===== src/indexed_ordered_list_defines.svh =====
// ----------------------------------------------------------------------------
// indexed_ordered_list assertion macros
// Shared assertion forms for the ordered list block.
// ----------------------------------------------------------------------------
`ifndef INDEXED_ORDERED_LIST_DEFINES_SVH
`define INDEXED_ORDERED_LIST_DEFINES_SVH

// condition holds at every clock edge out of reset
`define IOL_ASSERT_ALWAYS(lbl, cond, msg) \
  lbl: assert property (@(posedge clk) disable iff (!rst_n) (cond)) else $error(msg);

// consequent holds in the cycle after the antecedent
`define IOL_ASSERT_NEXT(lbl, ante, cons, msg) \
  lbl: assert property (@(posedge clk) disable iff (!rst_n) (ante) |=> (cons)) else $error(msg);

`endif


===== src/iol_pkg.sv =====
// ----------------------------------------------------------------------------
// iol_pkg
// Types and codes for the indexed ordered list block.
// ----------------------------------------------------------------------------
package iol_pkg;

  localparam int ACT_W    = 4;
  localparam int VALUE_W  = 32;
  localparam int INDEX_W  = 5;
  localparam int STATUS_W = 2;
  localparam int COUNT_W  = 5;

  typedef enum logic [ACT_W-1:0] {
    ACT_PUSH_BACK  = 4'd0,
    ACT_PUSH_FRONT = 4'd1,
    ACT_POP_BACK   = 4'd2,
    ACT_POP_FRONT  = 4'd3,
    ACT_GET_FRONT  = 4'd4,
    ACT_GET_BACK   = 4'd5,
    ACT_GET_AT     = 4'd6,
    ACT_INSERT_AT  = 4'd7,
    ACT_DELETE_AT  = 4'd8,
    ACT_CLEAR      = 4'd9
  } act_t;

  typedef enum logic [STATUS_W-1:0] {
    ST_OK    = 2'd0,
    ST_EMPTY = 2'd1,
    ST_RANGE = 2'd2,
    ST_FULL  = 2'd3
  } status_t;

  typedef enum logic [2:0] {
    S_IDLE,
    S_EXEC,
    S_UP,
    S_FILL,
    S_DOWN,
    S_GET,
    S_FIN
  } state_t;

  typedef struct packed {
    logic [ACT_W-1:0]          action;
    logic signed [VALUE_W-1:0] value;
    logic [INDEX_W-1:0]        index;
  } in_item_t;

  typedef struct packed {
    logic signed [VALUE_W-1:0] read_value;
    logic [STATUS_W-1:0]       status;
    logic [COUNT_W-1:0]        entry_count;
    logic                      is_empty;
  } out_item_t;

endpackage


===== src/indexed_ordered_list.sv =====
// ----------------------------------------------------------------------------
// indexed_ordered_list
// Bounded ordered list of signed 32-bit values kept in a small on-chip memory.
// ----------------------------------------------------------------------------
// Each request gives one result item. The entries live in one memory with one
// write and one registered read per cycle, and a small sequencer moves one
// entry per cycle to open or close a gap. After acceptance a request that
// reads or moves nothing (errors, clear, removing the back entry, unused codes)
// goes from S_EXEC straight to S_FIN, where its result is loaded into the
// output register; gets pass S_GET and appends S_FILL on the way. Each entry
// moved passes through S_UP (insert) or S_DOWN (delete): an insert at position
// p with n entries moves n-p of them, a delete at p moves n-p-1. A request
// waits in S_FIN only while the previous result is still held at the output.
// The input is taken again the cycle after a result is loaded, even while
// that result still waits at the output. Memory contents are undefined after
// reset; positions are only read after they were written, so no clearing pass is needed.
`include "indexed_ordered_list_defines.svh"

module indexed_ordered_list #(
  parameter int DEPTH = 16
) (
  input  logic                clk,
  input  logic                rst_n,
  input  logic                in_valid,
  output logic                in_stall,
  input  iol_pkg::in_item_t   in_data,
  output logic                out_valid,
  input  logic                out_stall,
  output iol_pkg::out_item_t  out_data
);

  localparam int AW = (DEPTH > 1) ? $clog2(DEPTH) : 1;
  localparam int CW = $clog2(DEPTH + 1);
  localparam int XW = (CW > iol_pkg::INDEX_W) ? CW : iol_pkg::INDEX_W;

  iol_pkg::state_t    state_r, state_nxt;
  iol_pkg::in_item_t  req_r, req_nxt;
  iol_pkg::out_item_t out_r, out_nxt;
  logic               out_valid_r, out_valid_nxt;
  logic [CW-1:0]      cnt_r, cnt_nxt;
  logic [CW-1:0]      t_r, t_nxt;
  logic [CW-1:0]      pos_r, pos_nxt;
  logic [iol_pkg::STATUS_W-1:0]      st_r, st_nxt;
  logic signed [iol_pkg::VALUE_W-1:0] rdv_r, rdv_nxt;

  logic [iol_pkg::VALUE_W-1:0] mem [DEPTH];
  logic [iol_pkg::VALUE_W-1:0] rdata_r;
  logic                        wr_en;
  logic [AW-1:0]               wr_addr;
  logic [iol_pkg::VALUE_W-1:0] wr_data;
  logic [AW-1:0]               rd_addr;

  logic          do_ins, do_del, do_get;
  logic [CW-1:0] op_pos;
  logic [XW-1:0] idx_x, cnt_x;
  logic          full, empty;
  logic [CW-1:0] wr_lim;
  logic          fin_held;

  assign in_stall  = (state_r != iol_pkg::S_IDLE);
  assign out_valid = out_valid_r;
  assign out_data  = out_r;

  assign idx_x = XW'(req_r.index);
  assign cnt_x = XW'(cnt_r);
  assign full  = (cnt_r == CW'(DEPTH));
  assign empty = (cnt_r == '0);

  // inserting may write one slot past the live entries
  assign wr_lim   = cnt_r + CW'(state_r == iol_pkg::S_FILL || state_r == iol_pkg::S_UP);
  assign fin_held = (state_r == iol_pkg::S_FIN) && out_valid_r && out_stall;

  always_ff @(posedge clk) begin
    if (wr_en) begin
      mem[wr_addr] <= wr_data;
    end
    rdata_r <= mem[rd_addr];
  end

  always_ff @(posedge clk) begin
    if (!rst_n) begin
      state_r     <= iol_pkg::S_IDLE;
      out_valid_r <= 1'b0;
      cnt_r       <= '0;
    end else begin
      state_r     <= state_nxt;
      out_valid_r <= out_valid_nxt;
      cnt_r       <= cnt_nxt;
    end
  end

  always_ff @(posedge clk) begin
    req_r <= req_nxt;
    out_r <= out_nxt;
    t_r   <= t_nxt;
    pos_r <= pos_nxt;
    st_r  <= st_nxt;
    rdv_r <= rdv_nxt;
  end

  always_comb begin
    state_nxt     = state_r;
    req_nxt       = req_r;
    out_nxt       = out_r;
    out_valid_nxt = out_valid_r & out_stall;
    cnt_nxt       = cnt_r;
    t_nxt         = t_r;
    pos_nxt       = pos_r;
    st_nxt        = st_r;
    rdv_nxt       = rdv_r;
    wr_en         = 1'b0;
    wr_addr       = '0;
    wr_data       = rdata_r;
    rd_addr       = '0;
    do_ins        = 1'b0;
    do_del        = 1'b0;
    do_get        = 1'b0;
    op_pos        = '0;

    unique case (state_r)
      iol_pkg::S_IDLE: begin
        if (in_valid) begin
          req_nxt   = in_data;
          state_nxt = iol_pkg::S_EXEC;
        end
      end

      iol_pkg::S_EXEC: begin
        st_nxt    = iol_pkg::ST_OK;
        rdv_nxt   = '0;
        state_nxt = iol_pkg::S_FIN;
        unique case (req_r.action)
          iol_pkg::ACT_PUSH_BACK, iol_pkg::ACT_PUSH_FRONT: begin
            if (full) begin
              st_nxt = iol_pkg::ST_FULL;
            end else begin
              do_ins = 1'b1;
              op_pos = (req_r.action == iol_pkg::ACT_PUSH_BACK) ? cnt_r : '0;
            end
          end
          iol_pkg::ACT_POP_BACK, iol_pkg::ACT_POP_FRONT: begin
            if (empty) begin
              st_nxt = iol_pkg::ST_EMPTY;
            end else begin
              do_del = 1'b1;
              op_pos = (req_r.action == iol_pkg::ACT_POP_BACK) ? cnt_r - 1'b1 : '0;
            end
          end
          iol_pkg::ACT_GET_FRONT, iol_pkg::ACT_GET_BACK: begin
            if (empty) begin
              st_nxt = iol_pkg::ST_EMPTY;
            end else begin
              do_get = 1'b1;
              op_pos = (req_r.action == iol_pkg::ACT_GET_BACK) ? cnt_r - 1'b1 : '0;
            end
          end
          iol_pkg::ACT_GET_AT, iol_pkg::ACT_DELETE_AT: begin
            priority if (empty) begin
              st_nxt = iol_pkg::ST_EMPTY;
            end else if (idx_x >= cnt_x) begin
              st_nxt = iol_pkg::ST_RANGE;
            end else begin
              do_get = (req_r.action == iol_pkg::ACT_GET_AT);
              do_del = (req_r.action == iol_pkg::ACT_DELETE_AT);
              op_pos = CW'(req_r.index);
            end
          end
          iol_pkg::ACT_INSERT_AT: begin
            // range is checked ahead of fullness
            priority if (idx_x > cnt_x) begin
              st_nxt = iol_pkg::ST_RANGE;
            end else if (full) begin
              st_nxt = iol_pkg::ST_FULL;
            end else begin
              do_ins = 1'b1;
              op_pos = CW'(req_r.index);
            end
          end
          iol_pkg::ACT_CLEAR: begin
            cnt_nxt = '0;
          end
          default: begin
          end
        endcase

        if (do_get) begin
          rd_addr   = op_pos[AW-1:0];
          state_nxt = iol_pkg::S_GET;
        end
        if (do_ins) begin
          pos_nxt = op_pos;
          t_nxt   = cnt_r;
          if (cnt_r == op_pos) begin
            state_nxt = iol_pkg::S_FILL;
          end else begin
            rd_addr   = AW'(cnt_r - 1'b1);
            state_nxt = iol_pkg::S_UP;
          end
        end
        if (do_del) begin
          t_nxt = op_pos;
          if (CW'(op_pos + 1'b1) == cnt_r) begin
            cnt_nxt = cnt_r - 1'b1;
          end else begin
            rd_addr   = AW'(op_pos + 1'b1);
            state_nxt = iol_pkg::S_DOWN;
          end
        end
      end

      // move entry t-1 up into t, read the next one down in the same cycle
      iol_pkg::S_UP: begin
        wr_en   = 1'b1;
        wr_addr = t_r[AW-1:0];
        t_nxt   = t_r - 1'b1;
        if (CW'(t_r - 1'b1) == pos_r) begin
          state_nxt = iol_pkg::S_FILL;
        end else begin
          rd_addr = AW'(t_r - CW'(2));
        end
      end

      iol_pkg::S_FILL: begin
        wr_en     = 1'b1;
        wr_addr   = pos_r[AW-1:0];
        wr_data   = req_r.value;
        cnt_nxt   = cnt_r + 1'b1;
        state_nxt = iol_pkg::S_FIN;
      end

      // move entry t+1 down into t
      iol_pkg::S_DOWN: begin
        wr_en   = 1'b1;
        wr_addr = t_r[AW-1:0];
        t_nxt   = t_r + 1'b1;
        if (CW'(t_r + CW'(2)) == cnt_r) begin
          cnt_nxt   = cnt_r - 1'b1;
          state_nxt = iol_pkg::S_FIN;
        end else begin
          rd_addr = AW'(t_r + CW'(2));
        end
      end

      iol_pkg::S_GET: begin
        rdv_nxt   = rdata_r;
        state_nxt = iol_pkg::S_FIN;
      end

      iol_pkg::S_FIN: begin
        if (!out_valid_r || !out_stall) begin
          out_nxt.read_value  = rdv_r;
          out_nxt.status      = st_r;
          out_nxt.entry_count = iol_pkg::COUNT_W'(cnt_r);
          out_nxt.is_empty    = (cnt_r == '0);
          out_valid_nxt       = 1'b1;
          state_nxt           = iol_pkg::S_IDLE;
        end
      end

      default: begin
        state_nxt = iol_pkg::S_IDLE;
      end
    endcase
  end

  `IOL_ASSERT_ALWAYS(a_cnt_bound, cnt_r <= CW'(DEPTH), "entry count above depth")
  `IOL_ASSERT_ALWAYS(a_wr_in_range, !wr_en || (CW'(wr_addr) < wr_lim), "write beyond live entries")
  `IOL_ASSERT_ALWAYS(a_up_above_pos, state_r != iol_pkg::S_UP || t_r > pos_r, "shift up passed the insert position")
  `IOL_ASSERT_NEXT(a_fin_holds, fin_held, state_r == iol_pkg::S_FIN, "result dropped while output held")

endmodule

===== config.mk =====
export PLATFORM = sky130hd
export DESIGN_NAME = indexed_ordered_list
export DESIGN_NICKNAME = d
export VERILOG_FILES = /design/src/iol_pkg.sv /design/src/indexed_ordered_list.sv
export VERILOG_INCLUDE_DIRS = /design/src /design/src/src
export SDC_FILE = /design/constraint.sdc
export NUM_CORES = 1
export LEC_CHECK = 0
export BUFFER_PORTS_ARGS = -buffer_cell sky130_fd_sc_hd__buf_4
export CORE_AREA = 2 2 258 260
export DETAILED_ROUTE_END_ITERATION = 12
export DIE_AREA = 0 0 260 262
export GPL_TIMING_DRIVEN = 0
export PLACE_DENSITY = 0.61
export SETUP_SLACK_MARGIN = 0.2
export SKIP_LAST_GASP = 1
export SLEW_MARGIN = 0
export SYNTH_ARGS = -nofsm -noshare
export SYNTH_HDL_FRONTEND = slang
export SYNTH_SLANG_ARGS = --single-unit
export TNS_END_PERCENT = 100

===== constraint.sdc =====
create_clock -name clk -period 4.65 [get_ports clk]
set_input_delay 0.6975 -clock clk [delete_from_list [all_inputs] [get_ports clk]]
set_output_delay 0.6975 -clock clk [all_outputs]
set_load 0.03 [all_outputs]

==> qor.csv <==
metric,value,unit
status,completed,
pin count of the biggest net entering global routing,42,
multi-input logic area,0.00727,mm^2
number of global-route vias before repair,17700,
relative slew slack,0.296,
VDD IR max,0.000391,V
top-area cell type share of the netlist area,0.702,
Fillers,5391,
hold depth,1,
Pre-antenna DRT Iters,7,
Max-Cap Viols,0,
Routed wire per std cell,24.6,um
Port Buf Inserts,86,
Final Max Slew Viols,0,
period utilisation layout,0.954,
Detailed Place HPWL,51500,um
worst min path class,input port to register,
Cell Pwr Density,755,mW/mm^2
Sw Share,0.386,
Synthesized Nets,2045,
die area,0.0681,mm^2
Sequential Power Share,0.352,
IO Pins,87,
antenna cells,0,
Layout Cells excl Fill,3131,
"EDFF count, synth",637,
Overall Power,25.2,mW
critical path class,register to register,
nets@finish,2268,
CTS tree,built,
CP peak stage delay,0.45,ns
clock-pin slew on the worst setup and hold paths,0.06,ns
Critical Path Fanout Max,10,
leakage,11.3,nW
# rows,94,
initial antenna violation count,4,
layout cell share with drive strength beyond 1,0.226,
YS warnings,0,
"Top FF cell, synth",edfxtp_1,
DR DRC count,0,
Placed Cells,2956,
crit start category,register,
GRT overflow,0,
clock share of power,0.224,
minimum clock period,4.44,ns
post-route cell area,0.0334,mm^2
Core ar.,0.0653,mm^2
worst r2r path cells,20,
worst-path cell chain,buf_8 -> clkinvlp_4 -> ha_4 -> nor2b_2 -> o21ai_2 -> a21bo_4 -> a32o_2 -> buf_6 -> ha_4 -> o211ai_1 -> nor4bb_2 -> buf_4 -> o31a_4 -> o311a_4 -> buf_12 -> buf_8 -> a21oi_2 -> a32oi_1 -> a22oi_2 -> o221ai_2,
H-tree lvl count,3,
clk_lat worst skew,0.62,ns
Synth cell types,77,
Final Hold Fails,0,
Syn Std Cell Area,0.0273,mm^2
global-route usage over all layers,0.226,
ANT nets after route,0,
sequential cell area,0.0200,mm^2
crit path max-delay cell type,o311a_4,
setup ws final,0.212,ns
root buffer cell,clkbuf_16,
cell taking the most area after synthesis,edfxtp_1,
CP required,5.13,ns
Gate power share,0.423,
Post-DP Area,0.0296,mm^2
Post-synth ARST share,0,
DR vias,18000,
Die Ht,262,um
iteration-0 DRC count of the detailed router,1867,
first-pass GRT wire length,113000,um
Initial Util,0.418,
syn avg cell area,13.7,um^2
RSZ-0062 raised after global routing,yes,
Layout area overhead,22.6,%
setup violators final,0,
drt total wl,77100,um
CTS Sinks,678,
dpl ws,-1.84,ns
TritonCTS Buffers,72,
post-layout util,0.512,
clock buffer depth,3,
"Seq/Total Area, Yosys",0.732,
count of state elements after synthesis,678,
Internal Power,15.5,mW
gpl congestion,0.866,
sw power,9.74,mW
worst clock skew,0.0275,ns
vias per inst,5.76,
width of the chip,260,um
Area contributors post-synth,"edfxtp_1, nand2_1, dfxtp_1",
Worst EP arrival,4.92,ns
Fin Hold WS,0.253,ns
Peak Freq,225,MHz
setup TNS,0,ns
Post-Syn Instances,1986,
critical path capture point type,register,
worst slew pin tran,1.06,ns
## metal layers
layer	up-vias	part of all wire	global-route usage
met5	-	0	0
met3	114	0.098	0.0591
met1	9077	0.41	0.303
li1	8020	-	-
met4	0	0.020	0.0717
met2	811	0.47	0.360
## flip-flops by register name (all words and copies together) (netlist names)
register	flops
cnt_r	5
idx_x	5
pos_r	5
t_r	5
req_r	36
rdata_r	32
out_valid	1
mem	512
out_data	40
st_r	2
state_r	3
rdv_r	32
## layout make-up
type                    instances  share of cell area
well taps                     864              0.0324
plain buffers                 137              0.0346
clock inverters                32             0.00981
flip-flops and latches        678               0.597
repair buffers                150              0.0458
clock buffers                 100              0.0601
inverters                      21             0.00273
multi-input cells            1149               0.217
## Yosys cell counts (3+ instances only)
| cell | count |
|---|---|
| buf_4 | 5 |
| nor4_1 | 4 |
| buf_2 | 62 |
| o211ai_1 | 3 |
| a211oi_1 | 5 |
| a32o_1 | 63 |
| o21ai_1 | 3 |
| and3_1 | 37 |
| o31ai_1 | 4 |
| inv_2 | 5 |
| edfxtp_1 | 637 |
| o221ai_2 | 24 |
| o21ai_0 | 26 |
| nand2b_1 | 3 |
| mux2i_1 | 5 |
| nand3_1 | 15 |
| buf_1 | 13 |
| nand2_1 | 511 |
| xor2_1 | 4 |
| nor2b_1 | 4 |
| and2_1 | 4 |
| ha_1 | 14 |
| xnor2_1 | 18 |
| or3_1 | 3 |
| nand3b_1 | 3 |
| o221ai_1 | 12 |
| dfxtp_1 | 41 |
| o22ai_1 | 6 |
| nor3_1 | 8 |
| clkbuf_1 | 57 |
| nor3b_1 | 4 |
| a211o_1 | 3 |
| a21oi_1 | 148 |
| a22oi_1 | 33 |
| a221oi_1 | 4 |
| a31oi_1 | 11 |
| nor2_1 | 51 |
| inv_1 | 16 |
| a32oi_1 | 71 |
## placed cells by master, fill, tap and decap left out, types with 6 or more instances in the layout
master,instances
edfxtp_1,637
nand2_1,508
buf_4,151
a21oi_1,137
clkbuf_16,76
a32oi_1,68
a32o_1,62
clkbuf_1,39
dfxtp_1,37
and3_1,36
buf_6,33
nor2_1,33
a22oi_2,29
o221ai_2,29
o21ai_0,25
nor2_4,18
xnor2_1,17
clkbuf_4,16
inv_1,14
nand3_1,14
buf_16,13
clkbuf_2,12
buf_8,11
buf_12,11
clkbuf_8,11
a21oi_2,10
buf_2,10
a31oi_1,10
clkinv_2,10
ha_1,9
nor3_1,8
o221ai_1,7
clkinv_1,7
o22ai_1,6
clkinvlp_4,6
## path summary, 6_finish.rpt
check             start           end  slack (ns)
max            cnt_r[1]   rdata_r[29]        0.21
min          in_data[8]      req_r[8]        0.25
max reg2reg    cnt_r[1]   rdata_r[29]        0.21
min reg2reg    rdv_r[3]  out_data[11]        0.42
## worst max-delay path: cells and delay by family, from the launching register on
family                     cells  cell delay (ns)
AOI/OAI and AO/OA             10             2.26
buffers and inverters          6             0.93
adders and majority gates      2             0.50
DFF                            1             0.35
and+or+nand+nor                2             0.24
## cell families after synthesis
logic type,Yosys count,share of synthesized area
xor gates and xnor gates,23,0.00789
adders and majority gates,14,0.00643
muxes,6,0.00225
AOI/OAI and AO/OA,447,0.126
DFF,678,0.732
and+or+nand+nor,659,0.100
buffers and inverters,159,0.0257
## power groups by stage
stage	clock network (mW)	registers (mW)	logic, mW
3_5_place_dp	0	8.98	8.98
4_1_cts	5.73	8.86	9.97
2_1_floorplan	0	8.81	5.63
5_1_grt	6.00	8.95	11.4
3_3_place_gp	0	9.02	8.58
6_report	5.66	8.89	10.7
## repair_timing
item | 4_1_cts | 5_1_grt
endpoints found under the setup margin | 45 | 120
cloned | 0 | 3
pin swaps | 22 | 36
buffers inserted | 19 | 22
hold buffers | 0 | 0
gates resized for setup | 215 | 104
Power figures use the tool's default switching activity.
